**config.mk**
```make
export PLATFORM = sky130hd
export DESIGN_NAME = imvn_ctrl
export DESIGN_NICKNAME = d
export VERILOG_FILES = /design/src/hw/rtl/imvn_pkg.sv /design/src/hw/rtl/imvn_ctrl.sv
export SDC_FILE = /design/constraint.sdc
export NUM_CORES = 1
export LEC_CHECK = 0
export BUFFER_PORTS_ARGS = -buffer_cell sky130_fd_sc_hd__buf_4
export CAP_MARGIN = 20
export CORE_UTILIZATION = 25
export CTS_CLUSTER_SIZE = 40
export DETAILED_ROUTE_END_ITERATION = 10
export PLACE_DENSITY = 0.47
export SLEW_MARGIN = 20
export SYNTH_ARGS = -nofsm -noshare
export SYNTH_HDL_FRONTEND = slang
export SYNTH_SLANG_ARGS = --single-unit
```
**constraint.sdc**
```tcl
create_clock -name clk -period 5 [get_ports clk]
set_input_delay 0.25 -clock clk [delete_from_list [all_inputs] [get_ports clk]]
set_output_delay 0.25 -clock clk [all_outputs]
set_load 0.05 [all_outputs]
```
**src/hw/rtl/imvn_pkg.sv**
```systemverilog
// Shared constants, opcodes and controller/datapath interface types for the vertex normal block.
`timescale 1ns / 1ps
package imvn_pkg;

  localparam int VIDX_W   = 10;
  localparam int NVERT    = 1024;
  localparam int POS_W    = 16;
  localparam int NRM_W    = 16;
  localparam int ACC_W    = 24;
  localparam int UNIT_ONE = 16384;

  localparam logic [1:0] OP_WRITE = 2'd0;
  localparam logic [1:0] OP_TRI   = 2'd1;
  localparam logic [1:0] OP_READ  = 2'd2;
  localparam logic [1:0] OP_NOP   = 2'd3;

  // Address selects for the memory ports and the per-component units.
  localparam logic [1:0] SEL_A  = 2'd0;
  localparam logic [1:0] SEL_B  = 2'd1;
  localparam logic [1:0] SEL_C  = 2'd2;
  localparam logic [1:0] SEL_VI = 2'd3;

  typedef struct packed {
    logic              latch;
    logic              wr;
    logic              pos_rd;
    logic              cap_p0;
    logic              cap_p1;
    logic              edge_e;
    logic              xprod;
    logic              vec_acc;
    logic              mag_load;
    logic              shr;
    logic              shl;
    logic              sq;
    logic              sqrt;
    logic              dinit;
    logic              dstep;
    logic              dfin;
    logic              acc_rd;
    logic              acc_wr;
    logic              clr;
    logic              zl_set;
    logic [1:0]        sel;
    logic [VIDX_W-1:0] clr_addr;
  } dp_cmd_t;

  typedef struct packed {
    logic [1:0] opcode;
    logic       zero;
    logic       hi;
    logic       lo;
  } dp_sts_t;

endpackage

```
**src/hw/rtl/imvn_ctrl.sv**
```systemverilog
// Controller: sequences the clearing pass and each transaction through the datapath.
`timescale 1ns / 1ps
module imvn_ctrl (
  input  logic               clk,
  input  logic               rst_n,
  input  logic               start,
  input  logic [1:0]         in_opcode,
  output logic               busy,
  output logic               out_valid,
  output imvn_pkg::dp_cmd_t  cmd,
  input  imvn_pkg::dp_sts_t  sts
);
  import imvn_pkg::*;

  localparam logic [4:0] S_CLR   = 5'd0;
  localparam logic [4:0] S_IDLE  = 5'd1;
  localparam logic [4:0] S_WR    = 5'd2;
  localparam logic [4:0] S_RD0   = 5'd3;
  localparam logic [4:0] S_RD1   = 5'd4;
  localparam logic [4:0] S_RD2   = 5'd5;
  localparam logic [4:0] S_EDGE  = 5'd6;
  localparam logic [4:0] S_CROSS = 5'd7;
  localparam logic [4:0] S_RACC  = 5'd8;
  localparam logic [4:0] S_RLOAD = 5'd9;
  localparam logic [4:0] S_MLOAD = 5'd10;
  localparam logic [4:0] S_NORM  = 5'd11;
  localparam logic [4:0] S_SQ    = 5'd12;
  localparam logic [4:0] S_SQRT  = 5'd13;
  localparam logic [4:0] S_DINIT = 5'd14;
  localparam logic [4:0] S_DSTEP = 5'd15;
  localparam logic [4:0] S_DFIN  = 5'd16;
  localparam logic [4:0] S_ARD   = 5'd17;
  localparam logic [4:0] S_AWR   = 5'd18;
  localparam logic [4:0] S_OUT   = 5'd19;

  localparam logic [4:0] SQRT_LAST = 5'd31;
  localparam logic [4:0] DIV_LAST  = 5'd15;

  logic [4:0]        state_r, state_nxt;
  logic [1:0]        k_r, k_nxt;
  logic [4:0]        cnt_r, cnt_nxt;
  logic [VIDX_W-1:0] clr_r, clr_nxt;

  assign busy      = (state_r != S_IDLE);
  assign out_valid = (state_r == S_OUT);

  always_comb begin
    state_nxt    = state_r;
    k_nxt        = k_r;
    cnt_nxt      = cnt_r;
    clr_nxt      = clr_r;
    cmd          = '0;
    cmd.sel      = k_r;
    cmd.clr_addr = clr_r;
    unique case (state_r)
      S_CLR: begin
        cmd.clr = 1'b1;
        clr_nxt = clr_r + 1'b1;
        if (clr_r == '1) state_nxt = S_IDLE;
      end
      S_IDLE: begin
        k_nxt = SEL_A;
        if (start) begin
          cmd.latch = 1'b1;
          case (in_opcode)
            OP_WRITE: state_nxt = S_WR;
            OP_TRI:   state_nxt = S_RD0;
            OP_READ:  state_nxt = S_RACC;
            default:  state_nxt = S_IDLE;
          endcase
        end
      end
      S_WR: begin
        cmd.wr    = 1'b1;
        cmd.sel   = SEL_VI;
        state_nxt = S_IDLE;
      end
      S_RD0: begin
        cmd.pos_rd = 1'b1;
        cmd.sel    = SEL_A;
        state_nxt  = S_RD1;
      end
      S_RD1: begin
        cmd.pos_rd = 1'b1;
        cmd.cap_p0 = 1'b1;
        cmd.sel    = SEL_B;
        state_nxt  = S_RD2;
      end
      S_RD2: begin
        cmd.pos_rd = 1'b1;
        cmd.cap_p1 = 1'b1;
        cmd.sel    = SEL_C;
        state_nxt  = S_EDGE;
      end
      S_EDGE: begin
        cmd.edge_e = 1'b1;
        k_nxt      = SEL_A;
        state_nxt  = S_CROSS;
      end
      S_CROSS: begin
        cmd.xprod = 1'b1;
        k_nxt     = k_r + 1'b1;
        if (k_r == SEL_C) state_nxt = S_MLOAD;
      end
      S_RACC: begin
        cmd.acc_rd = 1'b1;
        cmd.sel    = SEL_VI;
        state_nxt  = S_RLOAD;
      end
      S_RLOAD: begin
        cmd.vec_acc = 1'b1;
        state_nxt   = S_MLOAD;
      end
      S_MLOAD: begin
        cmd.mag_load = 1'b1;
        state_nxt    = S_NORM;
      end
      // Shift the magnitudes one bit a cycle until the largest sits in [2^30, 2^31).
      S_NORM: begin
        k_nxt = SEL_A;
        if (sts.zero) begin
          if (sts.opcode == OP_READ) begin
            cmd.zl_set = 1'b1;
            state_nxt  = S_OUT;
          end else begin
            state_nxt  = S_IDLE;
          end
        end else if (sts.hi) begin
          cmd.shr = 1'b1;
        end else if (sts.lo) begin
          cmd.shl = 1'b1;
        end else begin
          state_nxt = S_SQ;
        end
      end
      S_SQ: begin
        cmd.sq  = 1'b1;
        k_nxt   = k_r + 1'b1;
        cnt_nxt = '0;
        if (k_r == SEL_C) state_nxt = S_SQRT;
      end
      S_SQRT: begin
        cmd.sqrt = 1'b1;
        cnt_nxt  = cnt_r + 1'b1;
        k_nxt    = SEL_A;
        if (cnt_r == SQRT_LAST) state_nxt = S_DINIT;
      end
      S_DINIT: begin
        cmd.dinit = 1'b1;
        cnt_nxt   = '0;
        state_nxt = S_DSTEP;
      end
      S_DSTEP: begin
        cmd.dstep = 1'b1;
        cnt_nxt   = cnt_r + 1'b1;
        if (cnt_r == DIV_LAST) state_nxt = S_DFIN;
      end
      S_DFIN: begin
        cmd.dfin = 1'b1;
        if (k_r == SEL_C) begin
          k_nxt     = SEL_A;
          state_nxt = (sts.opcode == OP_TRI) ? S_ARD : S_OUT;
        end else begin
          k_nxt     = k_r + 1'b1;
          state_nxt = S_DINIT;
        end
      end
      // Each corner gets a read then a write, so a repeated corner sees its own update.
      S_ARD: begin
        cmd.acc_rd = 1'b1;
        state_nxt  = S_AWR;
      end
      S_AWR: begin
        cmd.acc_wr = 1'b1;
        k_nxt      = k_r + 1'b1;
        state_nxt  = (k_r == SEL_C) ? S_IDLE : S_ARD;
      end
      S_OUT: begin
        state_nxt = S_IDLE;
      end
      default: begin
        state_nxt = S_IDLE;
      end
    endcase
  end

  always_ff @(posedge clk) begin
    if (!rst_n) begin
      state_r <= S_CLR;
      k_r     <= SEL_A;
      cnt_r   <= '0;
      clr_r   <= '0;
    end else begin
      state_r <= state_nxt;
      k_r     <= k_nxt;
      cnt_r   <= cnt_nxt;
      clr_r   <= clr_nxt;
    end
  end

`ifndef ASSERT_OFF
  a_strobe_single: assert property (@(posedge clk) disable iff (!rst_n)
    out_valid |=> !out_valid) else $error("result strobe held longer than one cycle");

  a_rmw_pair: assert property (@(posedge clk) disable iff (!rst_n)
    cmd.acc_wr |-> $past(cmd.acc_rd)) else $error("accumulator write without a read");

  a_accept_busy: assert property (@(posedge clk) disable iff (!rst_n)
    (start && !busy && in_opcode != OP_NOP) |=> busy)
    else $error("accepted transaction did not raise busy");

  a_div_done: assert property (@(posedge clk) disable iff (!rst_n)
    cmd.dfin |-> $past(cmd.dstep)) else $error("quotient stored before division finished");
`endif

endmodule

```
==> results.md, run 1 <==
* Status: finished, violations left
* Failing checks: DRC
* DP Wirelength at 3.791 mm
* Die X-Extent at 85.80 um
* Vias at 1820
* Worst VDD drop at 0.1165 mV
* Postcts setup bufs at 0
* Row count at 30
* 1st-iter DRT viols at 169
* Average wire per standard cell at 13.98 um
* Leakage at 0.9169 nW
* CTS resizes at 0
* Diodes inserted at 0
* Dpl cells at 367
* Synth top area cells: dfxtp_1 (25%), nor2_1 (7.1%), a21oi_1 (6.0%)
* Flop pwr share at 0.475
* Vias per cell at 4.906
* Switching part of the total at 0.2229
* Ys flop type: dfxtp_1
* Slowest Stage Delay on Critical Path at 0.88 ns
* Fmax at 388.0 MHz
* Io pins at 44
* Critical path type: flop to output pin
* Count of pins over their slew limit at 0
* CTS tree: built
* Starting Density at 0.2584
* Critical Path AT at 2.33 ns
* Worst Setup End Kind: output pin
* Placed instance area at 2127 um^2
* Netlist cell types at 54
* WP data required at 4.75 ns
* Slew margin rel. at 0.4346
* Reg clk slew, reported paths at 0.09 ns
* Cells after Synth at 241
* Count leader, synth: nor2_1
* NetSw at 0.00008473 W
* Die Y at 85.80 um
* Cts bufs inserted at 3
* Worst-Margin Slew at 0.8470 ns
* Critical-path cell list: nand2b_1 > or4_1 > nor2_1 > buf_4
* # hold bufs at CTS at 0
* Yosys Warn Count at 0
* Synthesized cell area at 1755 um^2
* Final setup viols at 0
* Fin crit share at 0.5155
* Startpoint types: flop
* Top-area cell type share of the netlist area at 0.2509
* Register area share after synthesis at 0.2509
* Final Util at 0.3236
* Total global-route track usage at 0.1423
* Largest net degree at the start of global routing at 33
* Fin crit period at 2.578 ns
* GP Congestion at 0.8077
* Fin. Hold Viols at 0
* MaxCap Viol Count at 0
* Full die area at 7361 um^2
* Drt pass-1 iters at 10
* CTS Root Cell: clkbuf_8
* Clk sinks at 22
* Post-synth ARST share at 0
* Core footprint at 6794 um^2
* Share of total power in combinational logic at 0.077
* Initial antenna violation count at 0
* Yosys reg bits at 22
* Pwr dens at 172.9 nW/um^2
* CP max-delay cell: dfxtp_1
* Min-delay worst type: primary input to flop
* Clock share of power at 0.448
* # port buffers at 43
* Fin Setup TNS at 0 ns
* Final Cell Area at 2198 um^2
* Clock Latency Late Sink at 0.27 ns
* Share of layout cells above drive strength 1 at 0.2073
* Clk buf depth at 2
* RSZ-0062 raised after global routing: false
* Non-Filler Instances at 371
* CTS H-tree depth at 1
* DRT Wirelength at 5.188 mm
* Post-synth top cells: nor2_1 (33), dfxtp_1 (22), nand2_1 (22), a21oi_1 (21), o21ai_0 (15)
* Post-DRT Antenna Nets at 0
* Int Power at 0.0002953 W
* # nets final at 293
* Synth area leader: dfxtp_1
* Vias in the first global route at 1563
* Synth-to-Final Area Change at 25.23%
* Clock Skew at 0.009508 ns
* Mapped Avg Cell Area at 7.284 um^2
* DRC violations left at 1
* Total grt overflow at 0
* Final total power at 0.0003801 W
* Net Count, Synth at 258
* First-pass GRT wire length at 8.245 mm
* Max Fanout on Critical Path at 25
* EDFF count, synth at 0
==> per-layer routing <==
layer  wire length (um)  share of wire  up-vias  GRT usage
li1                   -              -      926          -
met1               2559           0.49      837     0.2014
met2               2332           0.45       53     0.2225
met3                248          0.048        4    0.02406
met4                 47         0.0091        0    0.03939
met5                  0              0        -          0
==> flip-flops by register name, indices dropped and copies added (netlist names) <==
name     count
clr_r       10
cnt_r        5
k_r          2
state_r      5
==> final timing paths <==
kind,cells past startpoint,startpoint,slack (ns),endpoint
setup reg to reg,5,state_r[3],2.65,state_r[0]
setup / recovery,4,state_r[3],2.42,cmd[21]
hold reg to reg,2,cnt_r[4],0.48,cnt_r[4]
hold / removal,2,rst_n,0.25,state_r[2]
==> final cells by class <==
class | instances | area, um^2
clock inverter | 1 | 30.03
fill | 746 | 4596
inverter | 13 | 48.80
tap | 96 | 120.1
multi-input combinational | 190 | 1172
timing repair buffer | 46 | 345.3
clock buffer | 3 | 41.29
sequential | 22 | 440.4
==> worst max-delay path, delay by kind of cell, from the launching register on <==
kind,cells,cell delay [ns]
buf+inv,1,0.20
flops,1,0.88
simple gates,3,0.98
==> layout by cell type (no fill, tap or decap), types with 2 or more instances in the layout <==
cell type | synthesis | routed
nand3_1 | 8 | 8
and3b_1 | 2 | 2
or4_1 | 2 | 2
nor3b_1 | 3 | 3
or3_1 | 6 | 6
a21oi_1 | 21 | 21
nor3_1 | 8 | 8
buf_4 | 1 | 46
mux2i_1 | 4 | 4
xnor2_1 | 5 | 5
clkbuf_8 | 0 | 3
nand3b_1 | 2 | 2
o21ai_0 | 15 | 15
nand4_1 | 2 | 2
and3_1 | 5 | 5
nand2b_1 | 5 | 5
xor2_1 | 5 | 5
and4_1 | 2 | 2
nor4_1 | 2 | 2
inv_1 | 11 | 11
dfxtp_1 | 22 | 22
ha_1 | 7 | 7
nor2_1 | 33 | 33
o211ai_1 | 2 | 2
nand2_1 | 22 | 22
o22ai_1 | 3 | 3
a32o_1 | 3 | 3
nor2b_1 | 2 | 2
==> power by group through the flow <==
stage                     Combinational, W  Clock [W]  Sequential, W
final                            0.0000291   0.000170       0.000181
after global routing             0.0000319   0.000184       0.000181
after CTS                        0.0000294   0.000177       0.000180
after detailed placement         0.0000292          0       0.000184
after global placement           0.0000292          0       0.000184
after floorplan                 0.00000900          0       0.000191
==> logic make-up after synthesis <==
| logic type | count (synthesis) | share of synthesized area |
|---|---|---|
| AO/OA/AOI/OAI | 58 | 0.2053 |
| buffers and inverters | 29 | 0.08125 |
| multiplexers | 4 | 0.02281 |
| AND/OR/NAND/NOR | 111 | 0.3400 |
| adder cells (fa/ha/maj) | 7 | 0.04989 |
| XOR/XNOR | 10 | 0.04989 |
| flip-flops | 22 | 0.2509 |
==> stage by stage <==
| step | worst slack, ns | hold slack, ns |
|---|---|---|
| after global placement | 2.730 | 0.4652 |
| after global routing | 2.230 | 0.2547 |
| after CTS | 2.439 | 0.2440 |
| final | 2.422 | 0.2503 |
| after detailed placement | 2.681 | 0.4663 |
| after floorplan | 2.331 | 0.3758 |
Note: power is estimated with default switching activity, not from simulation.
==> inputs of run 2 (changes only) <==
- clock period: 5 -> 2.7 ns (I/O delays scaled with it)
==> run 2 against run 1 <==
  * The run still ends with DRC left
  * Combinational power grew 85%
  * Clock skew shrank 0.0042 ns
  * Critical path depth is the same
  * Sequential share of layout area shrank 0.27 points
  * First-iteration DRC count grew 12%
  * Core utilization grew 0.44 points
  * Total power grew 87%
  * Clock power grew 90%
  * Hold slack lost 0.11 ns
  * Count of clock-buffer cells in the layout is the same
  * Wire length grew 4.4%
==> results.md, run 2 (synthesized netlist as in run 1, its figures left out) <==
* Critical path type: flop to output pin
* DRT Wirelength at 5.414 mm
* Average wire per standard cell at 14.44 um
* Vias in the first global route at 1659
* Max reg flops at 10
* Critical Path AT at 2.19 ns
* Final Cell Area at 2228 um^2
* Clk buf depth at 2
* Flop pwr share at 0.470
* Starting Density at 0.2584
* Io pins at 44
* Diodes inserted at 0
* MaxCap Viol Count at 0
* Die Y at 85.80 um
* Largest delay share family, worst path: simple AND/OR/NAND/NOR gates
* Largest registers: clr_r x10, cnt_r x5, state_r x5
* Switching part of the total at 0.2310
* Filler cell count at 745
* Max Fanout on Critical Path at 19
* Clock share of power at 0.455
* Initial antenna violation count at 0
* Critical-path cell list: nand2b_1 > or4_1 > inv_1 > buf_4
* Vias at 1851
* CTS H-tree depth at 1
* Worst VDD drop at 0.1532 mV
* Max Used Layer: met4
* Postcts setup bufs at 0
* 1st-iter DRT viols at 189
* # nets final at 297
* # hold bufs at CTS at 0
* NetSw at 0.0001643 W
* Cts bufs inserted at 3
* Die X-Extent at 85.80 um
* Slowest Stage Delay on Critical Path at 0.76 ns
* Top reg by flops: clr_r
* Most frequent cells in the layout: buf_4 (50), nor2_1 (33), nand2_1 (22), dfxtp_1 (22), a21oi_1 (21)
* WP data required at 2.57 ns
* Synth-to-Final Area Change at 26.94%
* Fin. Hold Viols at 0
* Min-delay worst type: primary input to flop
* Vias per cell at 4.936
* Clk sinks at 22
* Most common library cell in the layout ignoring fill and taps: buf_4
* Final Util at 0.3280
* Startpoint types: flop
* Worst-Margin Slew at 0.6715 ns
* CP max-delay cell: dfxtp_1
* DRC violations left at 1
* Total grt overflow at 0
* GP Congestion at 0.7993
* Worst Setup End Kind: output pin
* Final setup viols at 0
* Post-DRT Antenna Nets at 0
* Int Power at 0.0005472 W
* Full die area at 7361 um^2
* First-pass GRT wire length at 8.735 mm
* Clock Latency Late Sink at 0.27 ns
* Count of pins over their slew limit at 0
* Share of layout cells above drive strength 1 at 0.2186
* DP Wirelength at 4.001 mm
* Row count at 30
* Pwr dens at 319.3 nW/um^2
* CTS resizes at 0
* Total global-route track usage at 0.1509
* Fmax at 429.6 MHz
* Worst path bufs/invs at 2
* Status: finished, violations left
* CTS tree: built
* Failing checks: DRC
* Clock Skew at 0.005330 ns
* Share of total power in combinational logic at 0.076
* CTS Root Cell: clkbuf_8
* Leakage at 0.9387 nW
* # port buffers at 43
* M1 WL at 2.786 mm
* Fin Setup TNS at 0 ns
* Slew margin rel. at 0.5518
* Met2 wire len at 2.236 mm
* Reg clk slew, reported paths at 0.09 ns
* Placed instance area at 2157 um^2
* Largest net degree at the start of global routing at 20
* Fin crit period at 2.328 ns
* Fin crit share at 0.8622
* Drt pass-1 iters at 9
* Core footprint at 6794 um^2
* Met3 WL post-DR at 238 um
* RSZ-0062 raised after global routing: false
==> run 2: per-stage QoR <==
stage / worst slack [ns] / hold WS, ns / power (W) / instances
2_1_floorplan: 0.07178 / 0.2608 / 0.0003700 / 241
3_3_place_gp: 0.5740 / 0.4139 / 0.0003956 / 371
3_5_place_dp: 0.5251 / 0.4179 / 0.0003951 / 371
4_1_cts: 0.3894 / 0.1313 / 0.0007204 / 375
5_1_grt: 0.2075 / 0.1318 / 0.0007364 / 375
6_report: 0.3720 / 0.1428 / 0.0007115 / 375
==> run 2: worst paths after layout <==
check	start	endpoint	slack, ns	depth (start not counted)
min	rst_n	state_r[2]	0.14	2
max	state_r[3]	cmd[22]	0.37	4
max reg2reg	state_r[3]	state_r[3]	0.49	5
min reg2reg	cnt_r[4]	cnt_r[4]	0.48	2
==> run 2: power groups by stage <==
| stage | clock [W] | combinational [W] | sequential (W) |
|---|---|---|---|
| 2_1_floorplan | 0 | 0.0000167 | 0.000353 |
| 3_3_place_gp | 0 | 0.0000539 | 0.000342 |
| 3_5_place_dp | 0 | 0.0000536 | 0.000342 |
| 4_1_cts | 0.000332 | 0.0000539 | 0.000334 |
| 5_1_grt | 0.000344 | 0.0000575 | 0.000335 |
| 6_report | 0.000323 | 0.0000538 | 0.000334 |
==> run 2: layout make-up <==
class	instances	area, um^2	area share
clock buffers	3	41.29	0.01853
clock inverters	1	30.03	0.01348
flip-flops and latches	22	440.4	0.1976
repair buffers	50	375.4	0.1684
multi-input cells	190	1172	0.5261
inverters	13	48.80	0.02190
well taps	96	120.1	0.05390
==> run 2: per-layer routing <==
metal | vias to the layer above | global-route usage
met5 | - | 0
met4 | 0 | 0.06364
met3 | 11 | 0.01925
met2 | 62 | 0.2211
met1 | 841 | 0.2210
li1 | 937 | -
==> inputs of run 3 (changes only) <==
- clock period: 2.7 -> 2.25 ns (I/O delays scaled with it)
==> run 3 against run 2 <==
  * The flow now finishes without violations
  * Register-to-register slack got worse by 0.27 ns
  * Hold slack got worse by 0.017 ns
  * Largest power group unchanged
  * Critical path depth is the same
  * Highest routed layer unchanged
  * Critical path type unchanged
  * Via count about the same
==> results.md, run 3 (synthesized netlist as in run 1, its figures left out) <==
* Total grt overflow at 0
* Worst r2r path cells at 6
* Fmax at 483.4 MHz
* Postcts setup bufs at 0
* Fin crit share at 0.9194
* Worst Setup End Kind: output pin
* Clock share of power at 0.387
* Worst Setup Slack post-DPL at 0.2512 ns
* CTS tree: built
* Full die area at 7361 um^2
* Reg clk slew, reported paths at 0.09 ns
* DRC violations left at 0
* Worst-Margin Slew at 0.5623 ns
* # hold bufs at CTS at 0
* Startpoint types: flop
* Most frequent cells in the layout: buf_4 (58), nor2_1 (33), nand2_1 (22)
* CTS H-tree depth at 1
* Count of pins over their slew limit at 0
* CTS resizes at 0
* Share of total power in combinational logic at 0.085
* Vias per cell at 4.836
* Flop pwr share at 0.528
* Switching part of the total at 0.2419
* Leakage at 0.9825 nW
* Fin crit period at 2.069 ns
* Final setup viols at 0
* Int Power at 0.0005744 W
* Average wire per standard cell at 13.63 um
* Hold depth at 2
* Slew margin rel. at 0.6228
* WP data required at 2.14 ns
* DRT Wirelength at 5.219 mm
* Fin Setup TNS at 0 ns
* Critical Path AT at 1.96 ns
* Total global-route track usage at 0.1447
* Io pins at 44
* Drt pass-1 iters at 4
* Hold Startpoint: rst_n
* Starting Density at 0.2584
* Die X-Extent at 85.80 um
* MaxCap Viol Count at 0
* DP Wirelength at 4.097 mm
* NetSw at 0.0001832 W
* Post-DRT Antenna Nets at 0
* # port buffers at 43
* Final setup margin at 0.1814 ns
* Max reg flops at 10
* First-pass GRT wire length at 8.611 mm
* Critical path type: flop to output pin
* Initial antenna violation count at 0
* 1st-iter DRT viols at 71
* Top reg by flops: clr_r
* Core footprint at 6794 um^2
* Worst VDD drop at 0.2203 mV
* Reg-to-reg endpoint: state_r[3]
* Die Y at 85.80 um
* R2r startpoint: state_r[2]
* Share of layout cells above drive strength 1 at 0.2648
* Pwr dens at 329.1 nW/um^2
* Row count at 30
* Clock Skew at 0.002521 ns
* # nets final at 305
* Vias at 1852
* RSZ-0062 raised after global routing: false
* Clk sinks at 22
* Diodes inserted at 0
* Largest net degree at the start of global routing at 19
* Fin. Hold Viols at 0
* Clk buf depth at 2
* Vias in the first global route at 1733
* Status: finished clean
* Min-delay worst type: primary input to flop
* Max Fanout on Critical Path at 18
* Cts bufs inserted at 3
* Most common library cell in the layout ignoring fill and taps: buf_4
* Flop-to-flop setup slack at 0.22 ns
* Synth-to-Final Area Change at 31.15%
* CTS Root Cell: clkbuf_8
* Hold Path End: state_r[2]
* Clock Latency Late Sink at 0.26 ns
* GP Congestion at 0.8230
* Largest registers: clr_r x10, cnt_r x5, state_r x5
-- run 3: worst max path at each step --
stage	endpoint	cells after the start	slack [ns]	from
after floorplan	state_r[1]	7	0.14	state_r[0]
after CTS	cmd[10]	7	0.11	state_r[3]
final	cmd[20]	4	0.18	state_r[2]
after global placement	state_r[3]	8	0.26	cnt_r[0]
after detailed placement	state_r[1]	6	0.25	state_r[2]
after global routing	cmd[10]	7	0.04	state_r[2]
-- run 3: power by group through the flow --
stage	clock, W	combinational [W]	sequential (W)
after floorplan	0	0.0000200	0.000424
after global placement	0	0.0000652	0.000409
after detailed placement	0	0.0000648	0.000409
after CTS	0.000302	0.0000652	0.000400
after global routing	0.000322	0.0000710	0.000401
final	0.000293	0.0000645	0.000400
-- run 3: critical path, cell delays in order, from the launching register on --
cell and delay, ns:
dfxtp_1 0.68, buf_4 0.26, nand3b_1 0.21, nor3_1 0.29, buf_4 0.25
-- run 3: final cells by class --
class                           count  area (um^2)
Fill cell                         746         4492
Multi-Input combinational cell    190         1200
Sequential cell                    22        442.9
Timing Repair Buffer               58        435.4
Tap cell                           96        120.1
Clock buffer                        4        55.05
Inverter                           13        48.80
-- run 3: metrics by stage --
step	instance area (um^2)	hold WS, ns	utilization	power (W)	cells
6_report	2302	0.1256	0.3389	0.0007576	383
4_1_cts	2300	0.1189	0.3385	0.0007676	383
5_1_grt	2302	0.1139	0.3389	0.0007942	383
3_5_place_dp	2245	0.3958	0.3304	0.0004743	379
3_3_place_gp	2245	0.4146	0.3304	0.0004746	379
2_1_floorplan	1783	0.2383	-	0.0004440	241
-- run 3: layer usage --
metal / global-route usage / part of all wire
met4: 0.03788 / 0.0059
met3: 0.02502 / 0.047
met1: 0.1986 / 0.49
met5: 0 / 0
met2: 0.2342 / 0.46
